## config.mk

```make
export PLATFORM = sky130hd
export DESIGN_NAME = i2c_register_access_master_unit
export DESIGN_NICKNAME = d
export VERILOG_FILES = /design/src/rtl/i2cram_pkg.sv /design/src/rtl/i2cram_front.sv /design/src/rtl/i2cram_back.sv /design/src/rtl/i2c_register_access_master_unit.sv
export SDC_FILE = /design/constraint.sdc
export NUM_CORES = 1
export LEC_CHECK = 0
export BUFFER_PORTS_ARGS = -buffer_cell sky130_fd_sc_hd__buf_2
export CORE_MARGIN = 2
export CORE_UTILIZATION = 30
export DETAILED_ROUTE_END_ITERATION = 6
export PLACE_DENSITY_LB_ADDON = 0.1
export RECOVER_POWER = 100
export SLEW_MARGIN = 20
export SYNTH_ARGS = -nofsm -noshare
export SYNTH_HDL_FRONTEND = slang
export SYNTH_SLANG_ARGS = --single-unit
```

## constraint.sdc

```tcl
create_clock -name clk -period 3.1 [get_ports clk]
set_input_delay 0.62 -clock clk [delete_from_list [all_inputs] [get_ports clk]]
set_output_delay 0.62 -clock clk [all_outputs]
set_load 0.03 [all_outputs]
```

## src/rtl/i2cram_pkg.sv

```systemverilog
// Package for the I2C register access master: codes, phases and the structs
// passed between the front queue and the bus sequencer. No dependencies.
package i2cram_pkg;

  localparam int unsigned MAX_LEN = 16;
  localparam int unsigned BUF_AW  = 4;

  typedef enum logic [1:0] {
    OP_TICK  = 2'd0,
    OP_BEGIN = 2'd1,
    OP_LOAD  = 2'd2,
    OP_NOP   = 2'd3
  } op_t;

  typedef enum logic [4:0] {
    PH_IDLE = 5'd0,
    PH_GAP  = 5'd1,
    PH_ST0  = 5'd2,
    PH_ST1  = 5'd3,
    PH_ST2  = 5'd4,
    PH_RS0  = 5'd5,
    PH_RS1  = 5'd6,
    PH_RS2  = 5'd7,
    PH_RS3  = 5'd8,
    PH_TXL  = 5'd9,
    PH_TXH  = 5'd10,
    PH_AKL  = 5'd11,
    PH_AKH  = 5'd12,
    PH_RXL  = 5'd13,
    PH_RXH  = 5'd14,
    PH_MAL  = 5'd15,
    PH_MAH  = 5'd16,
    PH_SP0  = 5'd17,
    PH_SP1  = 5'd18,
    PH_SP2  = 5'd19
  } phase_t;

  typedef enum logic [1:0] {
    STG_ADDR  = 2'd0,
    STG_REG   = 2'd1,
    STG_DATA  = 2'd2,
    STG_RADDR = 2'd3
  } stage_t;

  localparam logic [1:0] ST_OK        = 2'd0;
  localparam logic [1:0] ST_BUS_BUSY  = 2'd1;
  localparam logic [1:0] ST_ADDR_NACK = 2'd2;
  localparam logic [1:0] ST_DATA_NACK = 2'd3;

  localparam logic [1:0] CFG_ACK_TIMEOUT = 2'd0;
  localparam logic [1:0] CFG_RETRY_LIMIT = 2'd1;
  localparam logic [1:0] CFG_RETRY_GAP   = 2'd2;

  localparam logic [7:0]  ACK_TIMEOUT_RST = 8'd50;
  localparam logic [3:0]  RETRY_LIMIT_RST = 4'd1;
  localparam logic [15:0] RETRY_GAP_RST   = 16'd1000;

  typedef struct packed {
    op_t        op;
    logic       sda_sample;
    logic [6:0] dev_addr;
    logic [7:0] reg_addr;
    logic [4:0] length;
    logic       is_read;
    logic [3:0] buf_index;
    logic [7:0] data_byte;
  } cmd_t;

  typedef struct packed {
    logic       scl_level;
    logic       sda_release;
    logic [7:0] read_data;
    logic       read_valid;
    logic [3:0] read_index;
    logic       busy_res;
    logic       done_res;
    logic [1:0] status;
  } res_t;

  typedef struct packed {
    logic        valid;
    logic [1:0]  index;
    logic [15:0] data;
  } cfg_wr_t;

endpackage

```

## src/rtl/i2cram_front.sv

```systemverilog
// Front end: accepts input requests, classifies them into commands and holds
// them in a two-entry queue for the sequencer. Depends on i2cram_pkg.
module i2cram_front (
  input  logic                clk,
  input  logic                rst_n,
  input  logic                in_tvalid,
  output logic                in_tready,
  input  logic [39:0]         in_tdata,
  input  logic [1:0]          in_tuser,
  output logic                q_valid,
  output i2cram_pkg::cmd_t    q_cmd,
  input  logic                q_pop
);
  import i2cram_pkg::*;

  cmd_t       slot_r [2];
  logic       wr_ptr_r, wr_ptr_nxt;
  logic       rd_ptr_r, rd_ptr_nxt;
  logic [1:0] count_r, count_nxt;
  cmd_t       cmd_in;
  logic       push;

  always_comb begin
    cmd_in.op         = op_t'(in_tuser);
    cmd_in.sda_sample = in_tdata[0];
    cmd_in.dev_addr   = in_tdata[7:1];
    cmd_in.reg_addr   = in_tdata[15:8];
    cmd_in.length     = (in_tdata[20:16] > 5'(MAX_LEN)) ? 5'(MAX_LEN) : in_tdata[20:16];
    cmd_in.is_read    = in_tdata[21];
    cmd_in.buf_index  = in_tdata[25:22];
    cmd_in.data_byte  = in_tdata[33:26];
  end

  assign in_tready = (count_r != 2'd2);
  assign push      = in_tvalid && in_tready;
  assign q_valid   = (count_r != 2'd0);
  assign q_cmd     = slot_r[rd_ptr_r];

  always_comb begin
    wr_ptr_nxt = push ? ~wr_ptr_r : wr_ptr_r;
    rd_ptr_nxt = (q_pop && q_valid) ? ~rd_ptr_r : rd_ptr_r;
    count_nxt  = count_r + 2'(push) - 2'(q_pop && q_valid);
  end

  always_ff @(posedge clk) begin
    if (!rst_n) begin
      wr_ptr_r <= 1'b0;
      rd_ptr_r <= 1'b0;
      count_r  <= 2'd0;
    end else begin
      wr_ptr_r <= wr_ptr_nxt;
      rd_ptr_r <= rd_ptr_nxt;
      count_r  <= count_nxt;
    end
  end

  always_ff @(posedge clk) begin
    if (push) begin
      slot_r[wr_ptr_r] <= cmd_in;
    end
  end

endmodule

```

## src/rtl/i2cram_back.sv

```systemverilog
// Back end: the bus sequencer, write buffer, configuration registers and the
// output result register. Depends on i2cram_pkg.
module i2cram_back (
  input  logic                clk,
  input  logic                rst_n,
  input  i2cram_pkg::cfg_wr_t cfg_wr,
  input  logic                q_valid,
  input  i2cram_pkg::cmd_t    q_cmd,
  output logic                q_pop,
  output logic                out_tvalid,
  input  logic                out_tready,
  output i2cram_pkg::res_t    out_res
);
  import i2cram_pkg::*;

  logic [7:0]  ack_timeout_r;
  logic [3:0]  retry_limit_r;
  logic [15:0] retry_gap_r;

  phase_t      phase_r, phase_nxt;
  stage_t      stage_r, stage_nxt;
  logic [15:0] tick_r, tick_nxt;
  logic [2:0]  bit_r, bit_nxt;
  logic [7:0]  shift_r, shift_nxt;
  logic [4:0]  byte_r, byte_nxt;
  logic [3:0]  attempt_r, attempt_nxt;
  logic [1:0]  end_st_r, end_st_nxt;
  logic [6:0]  req_addr_r, req_addr_nxt;
  logic [7:0]  req_reg_r, req_reg_nxt;
  logic [4:0]  req_len_r, req_len_nxt;
  logic        req_read_r, req_read_nxt;
  logic [7:0]  wbuf_r [MAX_LEN];

  res_t        res;
  res_t        res_r;
  logic        res_valid_r;

  always_comb begin
    logic        fail_v;
    logic [1:0]  fail_st_v;
    logic        ack_v;
    logic        ack_ok_v;
    logic [4:0]  bc_v;
    logic [3:0]  att_v;
    logic [3:0]  limit_v;
    logic [15:0] tinc_v;
    logic        more_v;

    phase_nxt    = phase_r;
    stage_nxt    = stage_r;
    tick_nxt     = tick_r;
    bit_nxt      = bit_r;
    shift_nxt    = shift_r;
    byte_nxt     = byte_r;
    attempt_nxt  = attempt_r;
    end_st_nxt   = end_st_r;
    req_addr_nxt = req_addr_r;
    req_reg_nxt  = req_reg_r;
    req_len_nxt  = req_len_r;
    req_read_nxt = req_read_r;
    fail_v       = 1'b0;
    fail_st_v    = ST_OK;
    ack_v        = 1'b0;
    ack_ok_v     = 1'b0;
    tinc_v       = tick_r + 16'd1;
    more_v       = ({1'b0, byte_r} + 6'd1) < {1'b0, req_len_r};

    res             = '0;
    res.scl_level   = 1'b1;
    res.sda_release = 1'b1;

    unique case (q_cmd.op)
      OP_BEGIN: begin
        if (phase_r == PH_IDLE) begin
          req_addr_nxt = q_cmd.dev_addr;
          req_reg_nxt  = q_cmd.reg_addr;
          req_len_nxt  = q_cmd.length;
          req_read_nxt = q_cmd.is_read;
          attempt_nxt  = 4'd0;
          byte_nxt     = 5'd0;
          phase_nxt    = PH_ST0;
        end
      end
      OP_LOAD, OP_NOP: begin
      end
      OP_TICK: begin
        unique case (phase_r)
          PH_IDLE: begin
          end
          PH_GAP: begin
            tick_nxt = tinc_v;
            if (tinc_v >= retry_gap_r) phase_nxt = PH_ST0;
          end
          PH_ST0: begin
            if (!q_cmd.sda_sample) begin
              fail_v    = 1'b1;
              fail_st_v = ST_BUS_BUSY;
            end else begin
              phase_nxt = PH_ST1;
            end
          end
          PH_ST1: begin
            res.sda_release = 1'b0;
            if (q_cmd.sda_sample) begin
              fail_v    = 1'b1;
              fail_st_v = ST_BUS_BUSY;
            end else begin
              phase_nxt = PH_ST2;
            end
          end
          PH_ST2: begin
            res.scl_level   = 1'b0;
            res.sda_release = 1'b0;
            byte_nxt  = 5'd0;
            shift_nxt = {req_addr_r, 1'b0};
            bit_nxt   = 3'd0;
            stage_nxt = STG_ADDR;
            phase_nxt = PH_TXL;
          end
          PH_RS0: begin
            res.scl_level = 1'b0;
            phase_nxt = PH_RS1;
          end
          PH_RS1: phase_nxt = PH_RS2;
          PH_RS2: begin
            res.sda_release = 1'b0;
            phase_nxt = PH_RS3;
          end
          PH_RS3: begin
            res.scl_level   = 1'b0;
            res.sda_release = 1'b0;
            shift_nxt = {req_addr_r, 1'b1};
            bit_nxt   = 3'd0;
            stage_nxt = STG_RADDR;
            phase_nxt = PH_TXL;
          end
          PH_TXL: begin
            res.scl_level   = 1'b0;
            res.sda_release = shift_r[7];
            phase_nxt = PH_TXH;
          end
          PH_TXH: begin
            res.sda_release = shift_r[7];
            shift_nxt = {shift_r[6:0], 1'b0};
            bit_nxt   = bit_r + 3'd1;
            phase_nxt = (bit_r == 3'd7) ? PH_AKL : PH_TXL;
          end
          PH_AKL: begin
            res.scl_level = 1'b0;
            tick_nxt  = 16'd0;
            phase_nxt = PH_AKH;
          end
          PH_AKH: begin
            if (!q_cmd.sda_sample) begin
              ack_v    = 1'b1;
              ack_ok_v = 1'b1;
            end else begin
              tick_nxt = tinc_v;
              if (tinc_v > {8'd0, ack_timeout_r}) ack_v = 1'b1;
            end
          end
          PH_RXL: begin
            res.scl_level = 1'b0;
            phase_nxt = PH_RXH;
          end
          PH_RXH: begin
            shift_nxt = {shift_r[6:0], q_cmd.sda_sample};
            bit_nxt   = bit_r + 3'd1;
            if (bit_r == 3'd7) begin
              res.read_valid = 1'b1;
              res.read_data  = {shift_r[6:0], q_cmd.sda_sample};
              res.read_index = byte_r[3:0];
              phase_nxt = PH_MAL;
            end else begin
              phase_nxt = PH_RXL;
            end
          end
          PH_MAL: begin
            res.scl_level   = 1'b0;
            res.sda_release = !more_v;
            phase_nxt = PH_MAH;
          end
          PH_MAH: begin
            res.sda_release = !more_v;
            byte_nxt = byte_r + 5'd1;
            if (more_v) begin
              bit_nxt   = 3'd0;
              phase_nxt = PH_RXL;
            end else begin
              end_st_nxt = ST_OK;
              phase_nxt  = PH_SP0;
            end
          end
          PH_SP0: begin
            res.scl_level   = 1'b0;
            res.sda_release = 1'b0;
            phase_nxt = PH_SP1;
          end
          PH_SP1: begin
            res.sda_release = 1'b0;
            phase_nxt = PH_SP2;
          end
          PH_SP2: begin
            if (end_st_r == ST_ADDR_NACK) begin
              fail_v    = 1'b1;
              fail_st_v = ST_ADDR_NACK;
            end else begin
              phase_nxt    = PH_IDLE;
              res.done_res = 1'b1;
              res.status   = end_st_r;
            end
          end
          default: phase_nxt = PH_IDLE;
        endcase
      end
      default: begin
      end
    endcase

    if (ack_v) begin
      bc_v = (stage_r == STG_DATA) ? byte_r + 5'd1 : byte_r;
      case (stage_r)
        STG_ADDR: begin
          if (ack_ok_v) begin
            shift_nxt = req_reg_r;
            bit_nxt   = 3'd0;
            stage_nxt = STG_REG;
            phase_nxt = PH_TXL;
          end else begin
            end_st_nxt = ST_ADDR_NACK;
            phase_nxt  = PH_SP0;
          end
        end
        STG_RADDR: begin
          if (req_len_r != 5'd0) begin
            bit_nxt   = 3'd0;
            shift_nxt = 8'd0;
            phase_nxt = PH_RXL;
          end else begin
            end_st_nxt = ST_OK;
            phase_nxt  = PH_SP0;
          end
        end
        default: begin
          if (stage_r == STG_REG && req_read_r) begin
            phase_nxt = PH_RS0;
          end else if (stage_r == STG_DATA && !ack_ok_v) begin
            end_st_nxt = ST_DATA_NACK;
            phase_nxt  = PH_SP0;
          end else begin
            byte_nxt = bc_v;
            if (bc_v < req_len_r && bc_v < 5'(MAX_LEN)) begin
              shift_nxt = wbuf_r[bc_v[BUF_AW-1:0]];
              bit_nxt   = 3'd0;
              stage_nxt = STG_DATA;
              phase_nxt = PH_TXL;
            end else begin
              end_st_nxt = ST_OK;
              phase_nxt  = PH_SP0;
            end
          end
        end
      endcase
    end

    if (fail_v) begin
      att_v       = attempt_r + 4'd1;
      limit_v     = (retry_limit_r == 4'd0) ? 4'd1 : retry_limit_r;
      attempt_nxt = att_v;
      if (att_v >= limit_v) begin
        phase_nxt    = PH_IDLE;
        res.done_res = 1'b1;
        res.status   = fail_st_v;
      end else if (retry_gap_r == 16'd0) begin
        phase_nxt = PH_ST0;
      end else begin
        tick_nxt  = 16'd0;
        phase_nxt = PH_GAP;
      end
    end

    res.busy_res = (phase_nxt != PH_IDLE);
  end

  assign q_pop      = q_valid && (!res_valid_r || out_tready);
  assign out_tvalid = res_valid_r;
  assign out_res    = res_r;

  always_ff @(posedge clk) begin
    if (!rst_n) begin
      ack_timeout_r <= ACK_TIMEOUT_RST;
      retry_limit_r <= RETRY_LIMIT_RST;
      retry_gap_r   <= RETRY_GAP_RST;
      phase_r       <= PH_IDLE;
      stage_r       <= STG_ADDR;
      tick_r        <= 16'd0;
      bit_r         <= 3'd0;
      shift_r       <= 8'd0;
      byte_r        <= 5'd0;
      attempt_r     <= 4'd0;
      end_st_r      <= ST_OK;
      req_addr_r    <= 7'd0;
      req_reg_r     <= 8'd0;
      req_len_r     <= 5'd0;
      req_read_r    <= 1'b0;
      res_valid_r   <= 1'b0;
    end else begin
      if (cfg_wr.valid) begin
        case (cfg_wr.index)
          CFG_ACK_TIMEOUT: ack_timeout_r <= cfg_wr.data[7:0];
          CFG_RETRY_LIMIT: retry_limit_r <= cfg_wr.data[3:0];
          CFG_RETRY_GAP:   retry_gap_r   <= cfg_wr.data;
          default: begin
          end
        endcase
      end
      if (q_pop) begin
        phase_r    <= phase_nxt;
        stage_r    <= stage_nxt;
        tick_r     <= tick_nxt;
        bit_r      <= bit_nxt;
        shift_r    <= shift_nxt;
        byte_r     <= byte_nxt;
        attempt_r  <= attempt_nxt;
        end_st_r   <= end_st_nxt;
        req_addr_r <= req_addr_nxt;
        req_reg_r  <= req_reg_nxt;
        req_len_r  <= req_len_nxt;
        req_read_r <= req_read_nxt;
      end
      if (q_pop) begin
        res_valid_r <= 1'b1;
      end else if (out_tready) begin
        res_valid_r <= 1'b0;
      end
    end
  end

  always_ff @(posedge clk) begin
    if (q_pop) begin
      res_r <= res;
    end
    if (q_pop && q_cmd.op == OP_LOAD) begin
      wbuf_r[q_cmd.buf_index] <= q_cmd.data_byte;
    end
  end

  a_done_not_busy: assert property (@(posedge clk) disable iff (!rst_n)
    res_valid_r && res_r.done_res |-> !res_r.busy_res)
    else $error("Completed request still reports busy.");

  a_status_needs_done: assert property (@(posedge clk) disable iff (!rst_n)
    res_valid_r && (res_r.status != ST_OK) |-> res_r.done_res)
    else $error("Nonzero status without completion.");

  a_read_on_high: assert property (@(posedge clk) disable iff (!rst_n)
    res_valid_r && res_r.read_valid |-> res_r.scl_level && res_r.sda_release)
    else $error("Received byte not reported on a released high clock tick.");

  a_attempt_bound: assert property (@(posedge clk) disable iff (!rst_n)
    phase_r == PH_GAP |-> attempt_r != 4'd0)
    else $error("Retry gap entered without a failed attempt.");

endmodule

```

## src/rtl/i2c_register_access_master_unit.sv

```systemverilog
// Top level of the I2C register access master: front request queue and back
// bus sequencer. Depends on i2cram_pkg, i2cram_front and i2cram_back.
// Latency: with an empty queue, an accepted request passes through a queue slot
// register and then the result register. Throughput: one request per cycle unless
// the output stalls. Reset: synchronous active-low rst_n empties the queue, idles
// the sequencer and restores the register defaults; the write buffer is not cleared.
module i2c_register_access_master_unit (
  input  logic        clk,
  input  logic        rst_n,
  input  logic        in_tvalid,
  output logic        in_tready,
  // sda_sample, dev_addr, reg_addr, length, is_read, buf_index, data_byte
  input  logic [39:0] in_tdata,
  // operation
  input  logic [1:0]  in_tuser,
  output logic        out_tvalid,
  input  logic        out_tready,
  // scl_level, sda_release, read_data, read_valid, read_index, busy_res,
  // done_res, status
  output logic [23:0] out_tdata,
  input  logic        cfg_valid,
  output logic        cfg_ready,
  input  logic [1:0]  cfg_index,
  input  logic [15:0] cfg_data
);
  import i2cram_pkg::*;

  logic    q_valid;
  logic    q_pop;
  cmd_t    q_cmd;
  res_t    res;
  cfg_wr_t cfg_wr;

  assign cfg_ready    = 1'b1;
  assign cfg_wr.valid = cfg_valid;
  assign cfg_wr.index = cfg_index;
  assign cfg_wr.data  = cfg_data;

  i2cram_front u_front (
    .clk       (clk),
    .rst_n     (rst_n),
    .in_tvalid (in_tvalid),
    .in_tready (in_tready),
    .in_tdata  (in_tdata),
    .in_tuser  (in_tuser),
    .q_valid   (q_valid),
    .q_cmd     (q_cmd),
    .q_pop     (q_pop)
  );

  i2cram_back u_back (
    .clk        (clk),
    .rst_n      (rst_n),
    .cfg_wr     (cfg_wr),
    .q_valid    (q_valid),
    .q_cmd      (q_cmd),
    .q_pop      (q_pop),
    .out_tvalid (out_tvalid),
    .out_tready (out_tready),
    .out_res    (res)
  );

  assign out_tdata = {5'd0, res.status, res.done_res, res.busy_res, res.read_index,
                      res.read_valid, res.read_data, res.sda_release, res.scl_level};

endmodule

```

Yosys cells after proc, flatten, opt, wreduce, memory -nomap -nowiden
Memories as Yosys holds them, arrays and structs flattened. A register that Yosys moved wholly into a read port is not among the register bits.
Cells that the tools add are included.
{"block": "totals", "ff_bits": 118, "ram_bits": 200, "inputBits": 65, "out_inout_bits": 27, "elab_cells": 220, "memories": 2}
{"block": "classes", "addsub": 7, "magnitude_cmp": 7, "n_eq_ne": 29, "n_mux": 108, "bitwise_logic": 2, "n_reduce_logical": 38}
{"name": "u_back.wbuf_r", "words": 16, "word_bits": 8, "rd": 1, "rd_clocked_by_memory_dff": 0, "write_ports": 1, "line": "i2cram_back.sv:32", "text": "logic [7:0] wbuf_r [MAX_LEN];"}
{"name": "u_front.slot_r", "words": 2, "word_bits": 36, "rd": 1, "rd_clocked_by_memory_dff": 1, "write_ports": 1, "line": "i2cram_front.sv:16", "text": "cmd_t slot_r [2];"}
{"op": "$mux W5", "count": 22}
{"op": "$pmux W5 S18", "count": 1}
{"op": "$mux W16", "count": 5}
{"op": "$mux W8", "count": 7}
{"op": "$pmux W16 S3", "count": 1}
{"op": "$eq A5 B4 Y1 const B", "count": 8}
{"op": "$mux W2", "count": 20}
{"op": "$pmux W5 S2", "count": 4}
{"op": "$mux W3", "count": 13}
{"op": "$pmux W8 S4", "count": 1}
{"op": "$mux W1", "count": 21}
{"op": "$eq A5 B3 Y1 const B", "count": 4}
{"op": "$eq A5 B5 Y1 const B", "count": 4}
{"op": "$add A16 B1 Y16 const B", "count": 1}
{"op": "$ge A16 B16 Y1", "count": 1}
{"op": "$gt A16 B8 Y1", "count": 1}
{"op": "$logic_not A16 Y1", "count": 1}
{"op": "$mux W4", "count": 4}
{"op": "$pmux W8 S2", "count": 1}
{"op": "$pmux W2 S2", "count": 3}
{"op": "$reduce_or A2 Y1", "count": 6}
{"op": "$eq A2 B2 Y1 const B", "count": 5}
{"op": "$eq A5 B2 Y1 const B", "count": 2}
{"op": "$reduce_bool A5 Y1", "count": 2}
{"op": "31 further kinds", "count": 53}

Logic depth before layout (Yosys ltp)
{"block": "logic_depth", "depth_word": 11, "ltp_mapped": 15}

Cells and area by module
From an unflattened synthesis, not the netlist that was laid out.
{"block": "hier_totals", "hier_cells": 1321, "hier_area_um2": 15502.4}
{"module": "i2cram_back", "instances": 1, "cells_each": 1167, "area_each_um2": 12552.0, "seq_area_each_um2": 6316.1}
{"module": "i2cram_front", "instances": 1, "cells_each": 146, "area_each_um2": 2897.8, "seq_area_each_um2": 2262.2}
{"module": "i2c_register_access_master_unit", "instances": 1, "cells_each": 8, "area_each_um2": 52.6, "seq_area_each_um2": 0.0}

Worst setup path before layout
Ideal clock, no wire load.
{"block": "synth_path", "kind": "register -> register", "startpoint": "register u_back.stage_r[0]", "endpoint": "register u_back.bit_r[0]", "setup_time_ns": 0.167, "arrival_ns": 3.256, "required_ns": 2.933, "path_slack_ns": -0.323, "stages_incl_launch_ff": 14, "path_buffers": 2, "synth_period_minus_slack_ns": 3.423, "path_cell_list": "dfxtp_1 inv_1 ha_1 buf_2 mux2i_2 buf_4 inv_1 ha_1 o21a_1 o211ai_1 o211ai_1 o31a_1 o31ai_1 a31oi_1"}
{"block": "synth_via", "elab_chain_cells": 9, "word_cells_on_any_way": 15, "cone_classes": "order compare: 2; eq/ne: 3; mux: 6; reduce/logical: 4"}
{"item": "from (decl)", "line": "i2cram_back.sv:21", "text": "stage_t stage_r, stage_nxt;"}
{"item": "from (signal assigned)", "line": "i2cram_back.sv:319", "text": "stage_r <= stage_nxt;"}
{"item": "$eq A2 B2 Y1", "line": "i2cram_back.sv:221, i2cram_back.sv:247"}
{"item": "$mux W5", "line": "i2cram_back.sv:221", "text": "bc_v = (stage_r == STG_DATA) ? byte_r + 5'd1 : byte_r;"}
{"item": "$lt A5 B5 Y1", "line": "i2cram_back.sv:252", "text": "if (bc_v < req_len_r && bc_v < 5'(MAX_LEN)) begin"}
{"item": "$logic_and A1 B1 Y1", "line": "i2cram_back.sv:252"}
{"item": "$mux W3", "line": "i2cram_back.sv:252"}
{"item": "$mux W3", "line": "i2cram_back.sv:247", "text": "end else if (stage_r == STG_DATA && !ack_ok_v) begin"}
{"item": "$mux W3", "line": "i2cram_back.sv:245", "text": "if (stage_r == STG_REG && req_read_r) begin"}
{"item": "$pmux W3 S2 (*)", "line": "i2cram_back.sv:222", "text": "case (stage_r)"}
{"item": "$mux W3 (*)", "line": "i2cram_back.sv:220", "text": "if (ack_v) begin"}
{"item": "to (signal assigned)", "line": "i2cram_back.sv:321", "text": "bit_r <= bit_nxt;"}
{"item": "to (decl)", "line": "i2cram_back.sv:23", "text": "logic [2:0] bit_r, bit_nxt;"}
Mark *: on every way between the ends. The rest lies on a longest branch, timed or not.
A chain may end at the register's enable or synchronous reset.

Final worst setup path
{"block": "layout_path", "startpoint": "register u_back.tick_r[0]", "endpoint": "register u_back.stage_r[1]"}
{"block": "layout_via", "elab_chain_cells": 7}
{"item": "from (decl)", "line": "i2cram_back.sv:22", "text": "logic [15:0] tick_r, tick_nxt;"}
{"item": "from (signal assigned)", "line": "i2cram_back.sv:320", "text": "tick_r <= tick_nxt;"}
{"item": "$add A16 B1 Y16", "line": "i2cram_back.sv:65", "text": "tinc_v = tick_r + 16'd1;"}
{"item": "$gt A16 B8 Y1", "line": "i2cram_back.sv:159", "text": "if (tinc_v > {8'd0, ack_timeout_r}) ack_v = 1'b1;"}
{"item": "$mux W1", "line": "i2cram_back.sv:159"}
{"item": "$mux W1", "line": "i2cram_back.sv:154", "text": "if (!q_cmd.sda_sample) begin"}
{"item": "$mux W1", "line": "i2cram_back.sv:87", "text": "unique case (phase_r)"}
{"item": "$mux W1", "line": "i2cram_back.sv:72", "text": "unique case (q_cmd.op)"}
{"item": "$mux W2", "line": "i2cram_back.sv:220"}
Every way passes these cells.

==> flow_summary.yaml <==
clock_network:
  tritoncts: "yes"
  insertion_delay_ns: 0.56
  cts_root_buf: "clkbuf_16"
  cts_buffers: 40
  clock_path_buffers: 3
  htree_levels: 2
  clk_pin_slew_ns: 0.06
  clock_sinks: 319
  cts_hold_buf: 0
route:
  drt_wl_total_um: 41200
  num_vias: 10800
  drtIter0Drc: 538
  postRouteAntennaNets: 0
  first_pass_iters: 5
  viasPerCell: 4.90
  post_drt_wl_per_cell_um: 18.6
  route.detailed.drc: 0
worst_setup_path:
  r2r-start: "u_back.tick_r[0]"
  reg2reg_depth: 16
  path_cells: "buf_4 > nand2_2 > nor2_4 > nand3_2 > xnor2_2 > ha_1 > nand4_1 > o21ai_0 > o22ai_1 > buf_4 > o31a_1 > buf_4 > buf_12 > buf_4 > nand3_1 > o2111a_1"
  start_kind: "flip-flop"
  critPathMaxFanout: 8
  cp-end-kind: "flip-flop"
  cp_common_cell: "buf_4"
  max_stage_delay_ns: 0.34
  worstSetupPathType: "reg2reg"
  critPathRequiredTime_ns: 3.59
  worst_ep_arrival_time_ns: 3.57
  cp_slowest_cell: "dfxtp_2"
  r2r_setup_slack_ns: 0.02
  timing.rr.end: "u_back.stage_r[1]"
synth:
  yosys.area.top_type: "edfxtp_1"
  async_flop_share: 0
  syn_inst: 1320
  synth_top_area_share: 0.427
  ys_seq_elements: 319
  synth_area_leaders: "edfxtp_1, dfxtp_1, mux2i_1"
  synth_common_cells: "edfxtp_1, nand2_1, dfxtp_1"
  synth_area_um2: 15400
  ys_types: 78
  synth_edf_count: 219
  synth_area_per_cell_um2: 11.7
  synthMostInstantiatedCell: "edfxtp_1"
  synthFlopType: "edfxtp_1"
  yosysWarnings: 0
  synth_seq_area_share: 0.557
cells_and_area:
  fill_cells: 5043
  diodes: 0
  area_growth_pct: 21.8
  fin_cells: 2211
  nets: 1612
  drive_above_1_share: 0.184
power_and_ir_drop:
  cellLeakagePower_nw: 7.32
  report.power.total_w: 0.0143
  p_per_area_nw_per_um2: 762
  ir_drop_uv: 434
die:
  die-area_um2: 53200
  rows: 83
  core_um2: 51000
  ios: 92
  die_h_um: 231
  initial_core_util: 0.302
  fp.dieW_um: 231
sta:
  setup_viol: 0
  whs_ns: 0.248
  finClkSkew_ns: 0.0187
  final.min_clock_period_ns: 3.08
  tightest_slew_ns: 2.04
  fmax_mhz: 324
  finalMaxSlewViolations: 39
  rsz0062_at_grt: "true"
  relSlewSlack: -0.358
  period_share: 0.994
  hold_viol: 0
global_route:
  grt_pass1_vias: 10800
  antenna_found_initial: 0
  grt_max_degree: 67
  grt_first_pass_wirelength_um: 63200
  grt.total_usage: 0.155
  grt_overflow: 0
placed_design:
  io_buffers: 79
  dp_hpwl_um: 28500
  place_inst: 2132
  place_congestion: 0.832
run_status:
  violations: "capacitance limit, slew limit"
  status: "finished with violations"
worst_hold_path:
  hold_class: "in2reg"
  worst_hold_path.num_cells: 1
  hp-start: "in_tdata[6]"
  hold_end: "u_front.slot_r[0][31]"
flow_run:
  maxCapViolCount: 1
[registers in the layout (all words and copies together) (netlist names), 3 cells and up, named ones only]
signal and cells:
u_back.attempt_r 4, u_back.out_res 19, u_back.bit_r 3, u_back.retry_limit_r 4
u_back.retry_gap_r 16, u_back.byte_r 5, u_back.wbuf_r 128, u_back.phase_r 5
u_front.slot_r 72, u_back.req_addr_r 7, u_back.req_reg_r 8, u_back.ack_timeout_r 8
u_back.tick_r 16, u_back.shift_r 8, u_back.req_len_r 5
[logic make-up (layout without fill, tap and decap cells)]
family / after synthesis / after routing / synth area share
flip-flops: 319 / 319 / 0.557
buffers and inverters: 134 / 341 / 0.0360
AO/OA/AOI/OAI: 298 / 298 / 0.140
other: 2 / 6 / 0.000488
adder cells (fa/ha/maj): 47 / 47 / 0.0382
AND/OR/NAND/NOR: 366 / 366 / 0.116
multiplexers: 124 / 124 / 0.0949
XOR/XNOR: 30 / 30 / 0.0171
[worst max-delay path by stage]
stage	end	slack, ns	start
2_1_floorplan	u_back.bit_r[0]	-0.01	u_back.stage_r[0]
3_3_place_gp	u_back.out_res[3]	-0.20	u_back.tick_r[1]
3_5_place_dp	u_back.out_res[3]	-0.23	u_back.tick_r[1]
4_1_cts	u_back.out_res[3]	-0.03	u_back.tick_r[1]
5_1_grt	u_back.shift_r[3]	-0.14	u_back.tick_r[0]
6_report	u_back.stage_r[1]	0.02	u_back.tick_r[0]
[layout by cell type (no fill, tap or decap), drive strengths merged, types with 12 or more instances in the layout]
cell type and n:
ha 47, a31oi 14, a21boi 24, buf 151, inv 53, nor3 16
nand3 26, nor2 74, clkbuf 126, and2 25, nor2b 18, o211a 28
xnor2 21, a21oi 40, mux2i 98, o211ai 22, o21a 14, nand2 129
dfxtp 100, nand4 16, o21ai 51, edfxtp 219, mux4 16, a21o 12
[stage by stage]
step                      setup WS, ns  instance area (um^2)  setup TNS [ns]  utilization
final                           0.0173                 18800               0        0.368
after global routing            -0.137                 18800           -1.63        0.368
after CTS                      -0.0350                 18800         -0.0350        0.369
after detailed placement        -0.226                 17500          -0.699        0.342
after global placement          -0.197                 17500          -0.215        0.342
after floorplan                -0.0132                 15500         -0.0132            -
[final cells by class]
| cell class | count | area [um^2] | share of cell area |
|---|---|---|---|
| Timing Repair Buffer | 217 | 1360 | 0.0727 |
| Multi-Input combinational cell | 871 | 6500 | 0.347 |
| Inverter | 51 | 193 | 0.0103 |
| Clock inverter | 13 | 158 | 0.00841 |
| Clock buffer | 60 | 1110 | 0.0590 |
| Sequential cell | 319 | 8580 | 0.458 |
| Tap cell | 680 | 851 | 0.0454 |
[repair_timing]
| item | CTS | global route |
|---|---|---|
| pin swaps | 5 | 8 |
| resized for setup | 17 | 13 |
| buffers inserted | 2 | 4 |
| endpoints found under the hold margin | 0 | 0 |
| setup endpoints to repair | 17 | 24 |
[critical path: cells and delay by family (launching register included)]
kind | cells | cell delay (ns)
AOI/OAI and AO/OA | 4 | 0.90
buffers and inverters | 5 | 0.77
and+or+nand+nor | 5 | 0.53
xor gates and xnor gates | 1 | 0.15
DFF | 1 | 0.34
adders and majority gates | 1 | 0.32
[where the power goes]
group	switching (W)	internal, W
clock network	0.00183	0.00266
registers	0.000277	0.00516
logic	0.00269	0.00167
total	0.00480	0.00949
[routing by layer]
layer	up-vias	wire length, um	track usage
li1	5296	-	-
met1	5272	19200	0.207
met2	212	19400	0.256
met3	57	1610	0.0242
met4	0	953	0.0500
met5	-	0	0
(Power assumes the default switching activity.)
